File: src/rtl/binary_image_euler_number_defines.svh
// assertion macros shared by the euler number block
// no dependencies; included by modules that carry concurrent checks
`ifndef BINARY_IMAGE_EULER_NUMBER_DEFINES_SVH
`define BINARY_IMAGE_EULER_NUMBER_DEFINES_SVH

// same-cycle implication
`define EUL_ASSERT_IMP(label, clk, rst_n, ante, cons, msg) \
  label: assert property (@(posedge clk) disable iff (!rst_n) (ante) |-> (cons)) \
    else $error(msg);

// next-cycle implication
`define EUL_ASSERT_NXT(label, clk, rst_n, ante, cons, msg) \
  label: assert property (@(posedge clk) disable iff (!rst_n) (ante) |=> (cons)) \
    else $error(msg);

`endif

File: src/rtl/eul_pkg.sv
// shared types and constants for the euler number block
// no dependencies
package eul_pkg;

  localparam int CFG_W   = 11;
  localparam int COUNT_W = 21;
  localparam int EULER_W = 22;

  localparam logic [CFG_W-1:0] CFG_SIZE_RESET = 11'd1024;

  // register index codes (byte address bit 2)
  localparam logic REG_FRAME_WIDTH  = 1'b0;
  localparam logic REG_FRAME_HEIGHT = 1'b1;

  // per-pixel control carried from the scan stage to the corner stage
  typedef struct packed {
    logic pixel;
    logic judge;
    logic row_end;
    logic frame_end;
  } eul_tag_t;

endpackage

File: src/rtl/eul_cfg_regs.sv
// frame size registers behind the apb-style configuration port
// depends on eul_pkg
module eul_cfg_regs
  import eul_pkg::*;
(
  input  logic              clk,
  input  logic              rst_n,
  input  logic              cfg_psel,
  input  logic              cfg_penable,
  input  logic              cfg_pwrite,
  input  logic [2:0]        cfg_paddr,
  input  logic [31:0]       cfg_pwdata,
  output logic [31:0]       cfg_prdata,
  output logic              cfg_pready,
  output logic [CFG_W-1:0]  frame_width,
  output logic [CFG_W-1:0]  frame_height
);

  logic [CFG_W-1:0] width_r;
  logic [CFG_W-1:0] height_r;
  logic             wr_en;
  logic             reg_sel;

  assign cfg_pready = 1'b1;
  assign reg_sel    = cfg_paddr[2];
  assign wr_en      = cfg_psel & cfg_penable & cfg_pwrite & cfg_pready;

  always_ff @(posedge clk) begin
    if (!rst_n) begin
      width_r  <= CFG_SIZE_RESET;
      height_r <= CFG_SIZE_RESET;
    end else if (wr_en) begin
      case (reg_sel)
        REG_FRAME_WIDTH:  width_r  <= cfg_pwdata[CFG_W-1:0];
        REG_FRAME_HEIGHT: height_r <= cfg_pwdata[CFG_W-1:0];
        default: ;
      endcase
    end
  end

  always_comb begin
    case (reg_sel)
      REG_FRAME_WIDTH:  cfg_prdata = {{(32-CFG_W){1'b0}}, width_r};
      REG_FRAME_HEIGHT: cfg_prdata = {{(32-CFG_W){1'b0}}, height_r};
      default:          cfg_prdata = '0;
    endcase
  end

  assign frame_width  = width_r;
  assign frame_height = height_r;

endmodule

File: src/rtl/eul_line_mem.sv
// single-port line store, one bit per column, read-first, registered read data
// no dependencies
module eul_line_mem #(
  parameter int DEPTH = 1024,
  parameter int AW    = 10
) (
  input  logic          clk,
  input  logic          en,
  input  logic [AW-1:0] addr,
  input  logic          wdata,
  output logic          rdata
);

  logic mem [DEPTH];
  logic rdata_r;

  // old value comes out while the new pixel goes in at the same column
  always_ff @(posedge clk) begin
    if (en) begin
      rdata_r    <= mem[addr];
      mem[addr]  <= wdata;
    end
  end

  assign rdata = rdata_r;

endmodule

File: src/rtl/eul_scan.sv
// raster position tracking and scan stage register ahead of the corner logic
// depends on eul_pkg
module eul_scan
  import eul_pkg::*;
#(
  parameter int MAX_WIDTH  = 1024,
  parameter int MAX_HEIGHT = 1024,
  parameter int CW         = 10,
  parameter int RW         = 10
) (
  input  logic             clk,
  input  logic             rst_n,
  input  logic [CFG_W-1:0] frame_width,
  input  logic [CFG_W-1:0] frame_height,
  input  logic             accept,
  input  logic             stall,
  input  logic             pixel,
  output logic [CW-1:0]    col,
  output logic             s1_valid,
  output eul_tag_t         s1_tag
);

  localparam int XA = (CW > RW) ? CW : RW;
  localparam int XB = (XA > CFG_W) ? XA : CFG_W;
  localparam int XW = XB + 1;

  logic [CW-1:0] col_r;
  logic [RW-1:0] row_r;
  logic          s1_valid_r;
  eul_tag_t      s1_tag_r;

  logic [XW-1:0] w_raw, h_raw, w_eff, h_eff;
  logic          row_end, frame_end;

  assign w_raw = XW'(frame_width);
  assign h_raw = XW'(frame_height);

  // zero acts as one; oversize clamps to MAX_WIDTH (the line store size) or MAX_HEIGHT
  always_comb begin
    if (w_raw == '0)                  w_eff = XW'(1);
    else if (w_raw > XW'(MAX_WIDTH))  w_eff = XW'(MAX_WIDTH);
    else                              w_eff = w_raw;
    if (h_raw == '0)                  h_eff = XW'(1);
    else if (h_raw > XW'(MAX_HEIGHT)) h_eff = XW'(MAX_HEIGHT);
    else                              h_eff = h_raw;
  end

  assign row_end   = XW'(col_r) >= (w_eff - XW'(1));
  assign frame_end = row_end && (XW'(row_r) >= (h_eff - XW'(1)));

  always_ff @(posedge clk) begin
    if (!rst_n) begin
      col_r      <= '0;
      row_r      <= '0;
      s1_valid_r <= 1'b0;
    end else begin
      s1_valid_r <= accept | (s1_valid_r & stall);
      if (accept) begin
        if (row_end) begin
          col_r <= '0;
          if (frame_end) begin
            row_r <= '0;
          end else begin
            row_r <= row_r + RW'(1);
          end
        end else begin
          col_r <= col_r + CW'(1);
        end
      end
    end
  end

  always_ff @(posedge clk) begin
    if (accept) begin
      s1_tag_r.pixel     <= pixel;
      s1_tag_r.judge     <= (row_r != '0) && (col_r != '0);
      s1_tag_r.row_end   <= row_end;
      s1_tag_r.frame_end <= frame_end;
    end
  end

  assign col      = col_r;
  assign s1_valid = s1_valid_r;
  assign s1_tag   = s1_tag_r;

endmodule

File: src/rtl/eul_corner.sv
// corner pattern counting, frame totals and the result output register
// depends on eul_pkg and binary_image_euler_number_defines.svh
`include "binary_image_euler_number_defines.svh"
module eul_corner
  import eul_pkg::*;
(
  input  logic        clk,
  input  logic        rst_n,
  input  logic        s1_valid,
  input  eul_tag_t    s1_tag,
  input  logic        above,
  output logic        stall,
  output logic        out_tvalid,
  input  logic        out_tready,
  output logic [63:0] out_tdata
);

  logic               left_r;
  logic               above_left_r;
  logic [COUNT_W-1:0] convex_r;
  logic [COUNT_W-1:0] concave_r;
  logic               out_valid_r;
  logic [EULER_W-1:0] out_euler_r;
  logic [COUNT_W-1:0] out_convex_r;
  logic [COUNT_W-1:0] out_concave_r;

  logic               advance;
  logic               inc_vex, inc_cave;
  logic [COUNT_W-1:0] convex_nxt, concave_nxt;
  logic [EULER_W-1:0] euler_nxt;

  // only a frame-closing pixel needs the output slot
  assign stall   = s1_valid & s1_tag.frame_end & out_valid_r & ~out_tready;
  assign advance = s1_valid & ~stall;

  assign inc_vex  = s1_tag.judge & left_r & ~above_left_r & ~s1_tag.pixel;
  assign inc_cave = s1_tag.judge & left_r & above_left_r & s1_tag.pixel & ~above;

  // saturating counts
  assign convex_nxt  = (inc_vex && convex_r != '1)   ? convex_r + COUNT_W'(1)  : convex_r;
  assign concave_nxt = (inc_cave && concave_r != '1) ? concave_r + COUNT_W'(1) : concave_r;
  assign euler_nxt   = {1'b0, convex_nxt} - {1'b0, concave_nxt};

  always_ff @(posedge clk) begin
    if (!rst_n) begin
      left_r       <= 1'b0;
      above_left_r <= 1'b0;
      convex_r     <= '0;
      concave_r    <= '0;
      out_valid_r  <= 1'b0;
    end else begin
      if (out_valid_r && out_tready) begin
        out_valid_r <= 1'b0;
      end
      if (advance) begin
        left_r       <= s1_tag.row_end ? 1'b0 : s1_tag.pixel;
        above_left_r <= s1_tag.row_end ? 1'b0 : above;
        if (s1_tag.frame_end) begin
          convex_r    <= '0;
          concave_r   <= '0;
          out_valid_r <= 1'b1;
        end else begin
          convex_r  <= convex_nxt;
          concave_r <= concave_nxt;
        end
      end
    end
  end

  always_ff @(posedge clk) begin
    if (advance && s1_tag.frame_end) begin
      out_euler_r   <= euler_nxt;
      out_convex_r  <= convex_nxt;
      out_concave_r <= concave_nxt;
    end
  end

  assign out_tvalid = out_valid_r;
  assign out_tdata  = {out_concave_r, out_convex_r, out_euler_r};

  `EUL_ASSERT_NXT(a_totals_clear, clk, rst_n, advance && s1_tag.frame_end,
                  convex_r == '0 && concave_r == '0, "totals not cleared after frame end")
  `EUL_ASSERT_NXT(a_convex_mono, clk, rst_n, advance && !s1_tag.frame_end,
                  convex_r >= $past(convex_r), "convex total went backwards mid frame")
  `EUL_ASSERT_IMP(a_euler_diff, clk, rst_n, out_valid_r,
                  out_euler_r == ({1'b0, out_convex_r} - {1'b0, out_concave_r}),
                  "euler number does not match the two counts")

endmodule

File: src/rtl/binary_image_euler_number.sv
// result path: the last pixel passes the scan stage register, then its totals are registered onto out_tvalid
// throughput: one pixel per cycle while no stall holds in_tready low; the line store is read and written once per pixel
// a result held on the output stalls input only when the next frame also closes
// reset: synchronous active-low rst_n clears positions, counts and output valid;
// frame size registers return to 1024; the line store is not cleared
// top level: instantiates eul_cfg_regs, eul_line_mem, eul_scan, eul_corner; uses eul_pkg
module binary_image_euler_number
  import eul_pkg::*;
#(
  parameter int MAX_WIDTH  = 1024,
  parameter int MAX_HEIGHT = 1024
) (
  input  logic        clk,
  input  logic        rst_n,
  input  logic        in_tvalid,
  output logic        in_tready,
  input  logic [7:0]  in_tdata,    // [0] pixel, [7:1] zero
  output logic        out_tvalid,
  input  logic        out_tready,
  output logic [63:0] out_tdata,   // [21:0] euler_number, [42:22] convex_count,
                                   // [63:43] concave_count
  input  logic        cfg_psel,
  input  logic        cfg_penable,
  input  logic        cfg_pwrite,
  input  logic [2:0]  cfg_paddr,
  input  logic [31:0] cfg_pwdata,
  output logic [31:0] cfg_prdata,
  output logic        cfg_pready
);

  localparam int CW = $clog2(MAX_WIDTH);
  localparam int RW = $clog2(MAX_HEIGHT);

  logic [CFG_W-1:0] frame_width, frame_height;
  logic             accept, stall, s1_valid, above;
  logic [CW-1:0]    col;
  eul_tag_t         s1_tag;

  assign in_tready = ~stall;
  assign accept    = in_tvalid & in_tready;

  eul_cfg_regs u_cfg (
    .clk          (clk),
    .rst_n        (rst_n),
    .cfg_psel     (cfg_psel),
    .cfg_penable  (cfg_penable),
    .cfg_pwrite   (cfg_pwrite),
    .cfg_paddr    (cfg_paddr),
    .cfg_pwdata   (cfg_pwdata),
    .cfg_prdata   (cfg_prdata),
    .cfg_pready   (cfg_pready),
    .frame_width  (frame_width),
    .frame_height (frame_height)
  );

  eul_scan #(
    .MAX_WIDTH  (MAX_WIDTH),
    .MAX_HEIGHT (MAX_HEIGHT),
    .CW         (CW),
    .RW         (RW)
  ) u_scan (
    .clk          (clk),
    .rst_n        (rst_n),
    .frame_width  (frame_width),
    .frame_height (frame_height),
    .accept       (accept),
    .stall        (stall),
    .pixel        (in_tdata[0]),
    .col          (col),
    .s1_valid     (s1_valid),
    .s1_tag       (s1_tag)
  );

  eul_line_mem #(
    .DEPTH (MAX_WIDTH),
    .AW    (CW)
  ) u_line (
    .clk   (clk),
    .en    (accept),
    .addr  (col),
    .wdata (in_tdata[0]),
    .rdata (above)
  );

  eul_corner u_corner (
    .clk        (clk),
    .rst_n      (rst_n),
    .s1_valid   (s1_valid),
    .s1_tag     (s1_tag),
    .above      (above),
    .stall      (stall),
    .out_tvalid (out_tvalid),
    .out_tready (out_tready),
    .out_tdata  (out_tdata)
  );

endmodule
File: config.mk
export PLATFORM = sky130hd
export DESIGN_NAME = binary_image_euler_number
export DESIGN_NICKNAME = d
export VERILOG_FILES = /design/src/rtl/eul_pkg.sv /design/src/rtl/eul_cfg_regs.sv /design/src/rtl/eul_line_mem.sv /design/src/rtl/eul_scan.sv /design/src/rtl/eul_corner.sv /design/src/rtl/binary_image_euler_number.sv
export VERILOG_INCLUDE_DIRS = /design/src /design/src/rtl
export SDC_FILE = /design/constraint.sdc
export NUM_CORES = 2
export LEC_CHECK = 0
export BUFFER_PORTS_ARGS = -buffer_cell sky130_fd_sc_hd__clkbuf_2
export CAP_MARGIN = 40
export CORE_MARGIN = 10
export CORE_UTILIZATION = 46
export CTS_CLUSTER_DIAMETER = 150
export DETAILED_ROUTE_END_ITERATION = 8
export SLEW_MARGIN = 0
export SYNTH_ARGS = -nofsm -noshare
export SYNTH_HDL_FRONTEND = slang
export SYNTH_SLANG_ARGS = --single-unit
File: constraint.sdc
create_clock -name clk -period 5.9 [get_ports clk]
set_input_delay 0.295 -clock clk [delete_from_list [all_inputs] [get_ports clk]]
set_output_delay 0.295 -clock clk [all_outputs]
set_load 0.01 [all_outputs]
; After elaboration in Yosys (flattened, before gate mapping)
; Memory sizes are Yosys's and may differ from the RTL's. A register that Yosys moved wholly into a read port is not among the register bits.
; Cells that the tools add are included.
[totals]
rom_bits = 0
out_inout_bits = 99
ram_bits = 1024
ff_bits = 156
latchBits = 0
wordCells = 83
memories = 1
input_bits = 50
[op_classes]
muxes = 18
order_cmp = 4
div = 0
shifts = 0
mul = 0
addsub = 7
reduce_logical = 13
bitwise = 21
eq_ne = 2
[mem_list]
columns = name, depth, width, read_ports, rd_ports_with_merged_regs, write_ports, line_no
row1 = u_line.mem, 1024, 1, 1, 1, 1, eul_line_mem.sv:14  ; logic mem [DEPTH];
[op_table]
columns = op, count
row1 = $mux 21, 4
row2 = $pmux 32 s2, 1
row3 = $add 21x1->21 const B, 2
row4 = $ne 21x21->1 const B, 2
row5 = $ge 10x12->1, 2
row6 = $logic_not 12->1, 2
row7 = $mux 12, 2
row8 = $sub 12x1->12 const B, 2
row9 = $gt 11x11->1 const B, 2
row10 = $mux 11, 2
row11 = $sub 21x21->22, 1
row12 = $add 10x1->10 const B, 2
row13 = $mux 10, 2
row14 = $reduce_bool 10->1, 2
row15 = $and 1x1->1, 14
row16 = $mux 1, 7
row17 = $logic_and 1x1->1, 6
row18 = $not 1->1, 6
row19 = $reduce_and 2->1, 3
row20 = $or 1x1->1, 1

; Longest topological paths before layout
[logic_depth]
word_depth = 7
mapped_depth = 18
ltp_nobuf = 16

; Modules after synthesis
; From an unflattened synthesis, not the netlist that was laid out.
[hier_totals]
hier_cells = 4348
area_unflattened_um2 = 53642.7
[modules_own_cells]
columns = module, cells_each, n_inst, seq_area_each_um2, area_per_inst_um2
row1 = eul_line_mem, 3369, 1, 30779.5, 44347.5
row2 = eul_corner, 611, 1, 2822.7, 6089.6
row3 = eul_scan, 246, 1, 540.5, 2025.7
row4 = eul_cfg_regs, 120, 1, 440.4, 1169.9
row5 = binary_image_euler_number, 2, 1, 0.0, 10.0

; Worst setup path after synthesis
; No wires, ideal clock.
[synth_path]
path_kind = reg-to-reg
start = register u_corner.convex_r[3]
end = register u_corner.out_euler_r[20], data pin
setup_time_ns = 0.261
required_ns = 5.639
t_arrival_ns = 3.904
stages_incl_launch_ff = 19
setup_slack_ns = 1.735
path_buffers = 2
period_less_slack_ns = 4.165
path_cell_list = dfxtp_1 > clkbuf_1 > nand4_1 > nor3_1 > nand4_1 > o31ai_1 > buf_2 > xnor2_1 > inv_1 > ha_1 > fa_1 > nor2b_1 > o31a_1 > o2111ai_1 > a21oi_1 > o2111ai_1 > a21o_1 > and3_1 > a311o_1
[synth_between]
elab_chain_cells = 4
elab_cells_between_ends = 5
classes_between = add/sub (2) / eq/ne (1) / mux (1) / reduce/logical (1)
[synth_rtl]
columns = element, line_no
row1 = "start, declared", eul_corner.sv:20  ; logic [COUNT_W-1:0] convex_r;
row2 = "start signal, assigned", eul_corner.sv:63  ; convex_r <= convex_nxt;
row3 = $ne 21x21->1, eul_corner.sv:40  ; assign convex_nxt = (inc_vex && convex_r != '1) ? convex_r + COUNT_W'(1) : convex_r;
row4 = $logic_and 1x1->1, eul_corner.sv:40
row5 = $mux 21, eul_corner.sv:40
row6 = via u_corner.convex_nxt[0], eul_corner.sv:29  ; logic [COUNT_W-1:0] convex_nxt, concave_nxt;
row7 = $sub 21x21->22, eul_corner.sv:42  ; assign euler_nxt = {1'b0, convex_nxt} - {1'b0, concave_nxt};
row8 = via u_corner.euler_nxt[20], eul_corner.sv:30  ; logic [EULER_W-1:0] euler_nxt;
row9 = "end signal, assigned", eul_corner.sv:72  ; out_euler_r <= euler_nxt;
row10 = "end, declared", eul_corner.sv:23  ; logic [EULER_W-1:0] out_euler_r;
; The timed path passes the listed nets, and every way through them passes these cells.
; A chain may end at the register's enable or synchronous reset.

; Worst setup path in the final report
[layout_path]
start = register u_corner.convex_r[2]
end = register u_corner.out_euler_r[20], data pin
; The elaborated chain is that of the path after synthesis.

==> flow_summary.json <==
{
  "outcome": "finished clean",
  "finalNonFillerCells": 5921,
  "fmax_mhz": 207,
  "route.detailed.drc": 0,
  "cap_viol_max_count": 0,
  "synth_mux_area_share_pct": 10.5,
  "io_buffers": 96,
  "die_y_um": 359,
  "antenna_found_initial": 2,
  "ys_types": 73,
  "ant_nets": 0,
  "cts_resized": 0,
  "synth_top_area_share_pct": 62.2,
  "maxUsedRoutingLayer": "met4",
  "setup_tns_ns": 0,
  "slew_viol_final": 0,
  "grt_overflow_total": 0,
  "finalHoldViolCount": 0,
  "cp.required_ns": 6.36,
  "nets": 4402,
  "synth-adder-area-share_pct": 1.17,
  "n_fill_cell": 9925,
  "finalCriticalPeriod_ns": 4.82,
  "synthSimpleGateAreaFrac_pct": 12.9,
  "via_per_inst": 6.00,
  "hold_path.class": "in2reg",
  "dr_wl_met3_um": 15400,
  "tightest_slew_ns": 1.11,
  "peakVddDrop_v": 0.000243,
  "io_pins": 149,
  "min_from": "rst_n",
  "rsz0062_at_grt": "false",
  "final-setup-viol-count": 0,
  "netlist_instances": 4247,
  "grt_pass1_vias": 33491,
  "worstReg2RegStart": "u_corner.convex_r[2]$_SDFFE_PN0P_",
  "synth_top_area_cell": "edfxtp_1",
  "total_power_mw": 17.3,
  "synth-seq-cells": 1181,
  "grt_max_degree": 259,
  "clock-root-buffer": "clkbuf_16",
  "avgSynthCellArea_um2": 12.4,
  "period_share_pct": 81.7,
  "synth_warnings": 0,
  "power_leakage_nw": 18.6,
  "area_growth_pct": 13.1,
  "synth_xor_area_share_pct": 1.16,
  "die_x_um": 359,
  "drtPass1Iterations": 6,
  "dp_cells": 5681,
  "wl_um": 160000,
  "dieArea_um2": 129000,
  "power_density_nw_per_um2": 290,
  "clk_latency_ns": 0.73,
  "cts_buffers": 119,
  "ctsLongestPathBuffers": 3,
  "rows": 124,
  "synth_edf_count": 1093,
  "routedWlPerCell_um": 26.9,
  "clk_pin_slew_ns": 0.06,
  "final_common_cell": "nor2_1",
  "hpwl_um": 92700,
  "drive_gt1_share_pct": 13.1,
  "layout_common_cells": "1132 x nor2_1, 1093 x edfxtp_1, 382 x mux2i_1",
  "synth_compound_area_share_pct": 5.35,
  "vias": 35544,
  "synthTopCellsByArea": "edfxtp_1 62%, nor2_1 8.1%, mux2i_1 7.2%",
  "clock-sinks": 1181,
  "cp_data_arrival_time_ns": 5.28,
  "cts_tree": "done",
  "clock_skew_ns": 0.0302,
  "initial_utilization_pct": 46.2,
  "worstSetupStartpoint": "u_corner.convex_r[2]$_SDFFE_PN0P_",
  "m1WireLength_um": 63600,
  "gp_congestion": 0.832,
  "core_um2": 114000,
  "drt_iter0_markers": 4878,
  "crit_type": "reg2reg",
  "syn-cell-area_um2": 52800,
  "critPathCaptureType": "flop",
  "relSlewSlack_pct": 26.0,
  "grt.total_usage_pct": 23.8,
  "async_flop_share_pct": 0,
  "start_kind": "flop",
  "h-tree-depth": 3,
  "grt_pass1_wl_um": 230000,
  "yosysSeqAreaShare_pct": 65.5,
  "worst-path-max-fanout": 12,
  "synth_top_family_by_area": "simple AND/OR/NAND/NOR gates",
  "wl_met2_um": 75000,
  "synth-main-ff-cell": "edfxtp_1"
}
final cells by class:
class,count,area (µm²),area share (%)
antenna,2,5.00,0.00838
inverter,49,184,0.308
clock inverter,61,454,0.761
sequential,1181,34600,57.9
multi-input combinational,2667,16700,28.0
tap,1512,1890,3.17
clock buffer,163,3270,5.48
timing repair buffer,286,2620,4.39
critical path, cell delays in order, from the launching register on:
cell       delay, ns
dfxtp_1         0.50
nand4_1         0.29
nor3_1          0.31
nand4_1         0.20
o31ai_1         0.24
buf_4           0.23
xnor2_1         0.19
inv_1           0.08
ha_1            0.22
fa_1            0.47
nor2b_1         0.17
o31a_1          0.26
o2111ai_1       0.22
a21oi_1         0.26
o2111ai_1       0.23
a21o_1          0.22
and3_1          0.14
a311o_1         0.32
synthesized netlist by cell type, drive strengths merged, types with 4 or more instances:
| master | count |
|---|---|
| a211oi | 9 |
| a21boi | 4 |
| a21o | 12 |
| a21oi | 72 |
| a22oi | 18 |
| a31oi | 18 |
| and2 | 15 |
| and3 | 16 |
| and4 | 6 |
| buf | 115 |
| clkbuf | 255 |
| dfxtp | 88 |
| edfxtp | 1093 |
| ha | 47 |
| inv | 49 |
| mux2 | 14 |
| mux2i | 382 |
| mux4 | 70 |
| nand2 | 195 |
| nand2b | 14 |
| nand3 | 53 |
| nand3b | 4 |
| nand4 | 20 |
| nand4b | 7 |
| nand4bb | 6 |
| nor2 | 1134 |
| nor2b | 19 |
| nor3 | 37 |
| nor3b | 5 |
| nor4 | 48 |
| o2111ai | 5 |
| o211ai | 9 |
| o21a | 12 |
| o21ai | 83 |
| o22ai | 163 |
| o31ai | 14 |
| o41ai | 4 |
| or3 | 16 |
| or4 | 9 |
| or4b | 4 |
| xnor2 | 39 |
| xor2 | 31 |
what timing repair did:
item	CTS	global route
hold buffers	14	0
buffers inserted	0	0
hold endpoints to repair	24	0
registers in the layout, summed over array words and instances (netlist names), 11 cells and up, named ones only:
register                cells
u_corner.out_euler_r       22
u_corner.convex_r          21
u_cfg.frame_width          11
u_corner.out_concave_r     21
u_corner.concave_r         21
u_corner.out_convex_r      21
u_line.mem               1024
u_cfg.frame_height         11
power breakdown:
part | internal, mW | switching, mW
clock | 4.08 | 3.23
sequential | 9.15 | 0.0267
combinational | 0.312 | 0.522
total | 13.5 | 3.78
path summary, 6_finish.rpt:
| path | endpoint | slack [ns] | cells past startpoint |
|---|---|---|---|
| worst min register to register | u_corner.left_r$_SDFFE_PN0P_ | 0.47 | 2 |
| worst max-delay path | u_corner.out_euler_r[20]$_DFFE_PP_ | 1.08 | 17 |
| worst max register to register | u_corner.out_euler_r[20]$_DFFE_PP_ | 1.08 | 17 |
| worst min-delay path | u_cfg.frame_height[10]$_SDFFE_PN1P_ | 0.04 | 2 |
logic make-up after synthesis:
group | Yosys count
simple gates | 1613
flops | 1181
mux | 466
compound gates | 447
buf+inv | 419
xor+xnor | 70
fa+ha+maj | 49
other cells | 2
metal layers:
metal	GRT usage, %	up-vias
li1	-	15493
met1	32.3	17950
met2	38.6	1794
met3	4.16	307
met4	7.73	0
met5	0	-
stage by stage:
step	instance area, µm²	worst slack [ns]	hold slack [ns]	utilization [%]
after floorplan	52900	1.73	0.394	-
after global placement	55000	1.11	0.439	48.2
after detailed placement	55800	1.10	0.455	48.9
after CTS	59700	1.06	0.0147	52.3
after global routing	59700	0.699	0.0377	52.3
final	59700	1.08	0.0385	52.3
(Power assumes the default switching activity.)
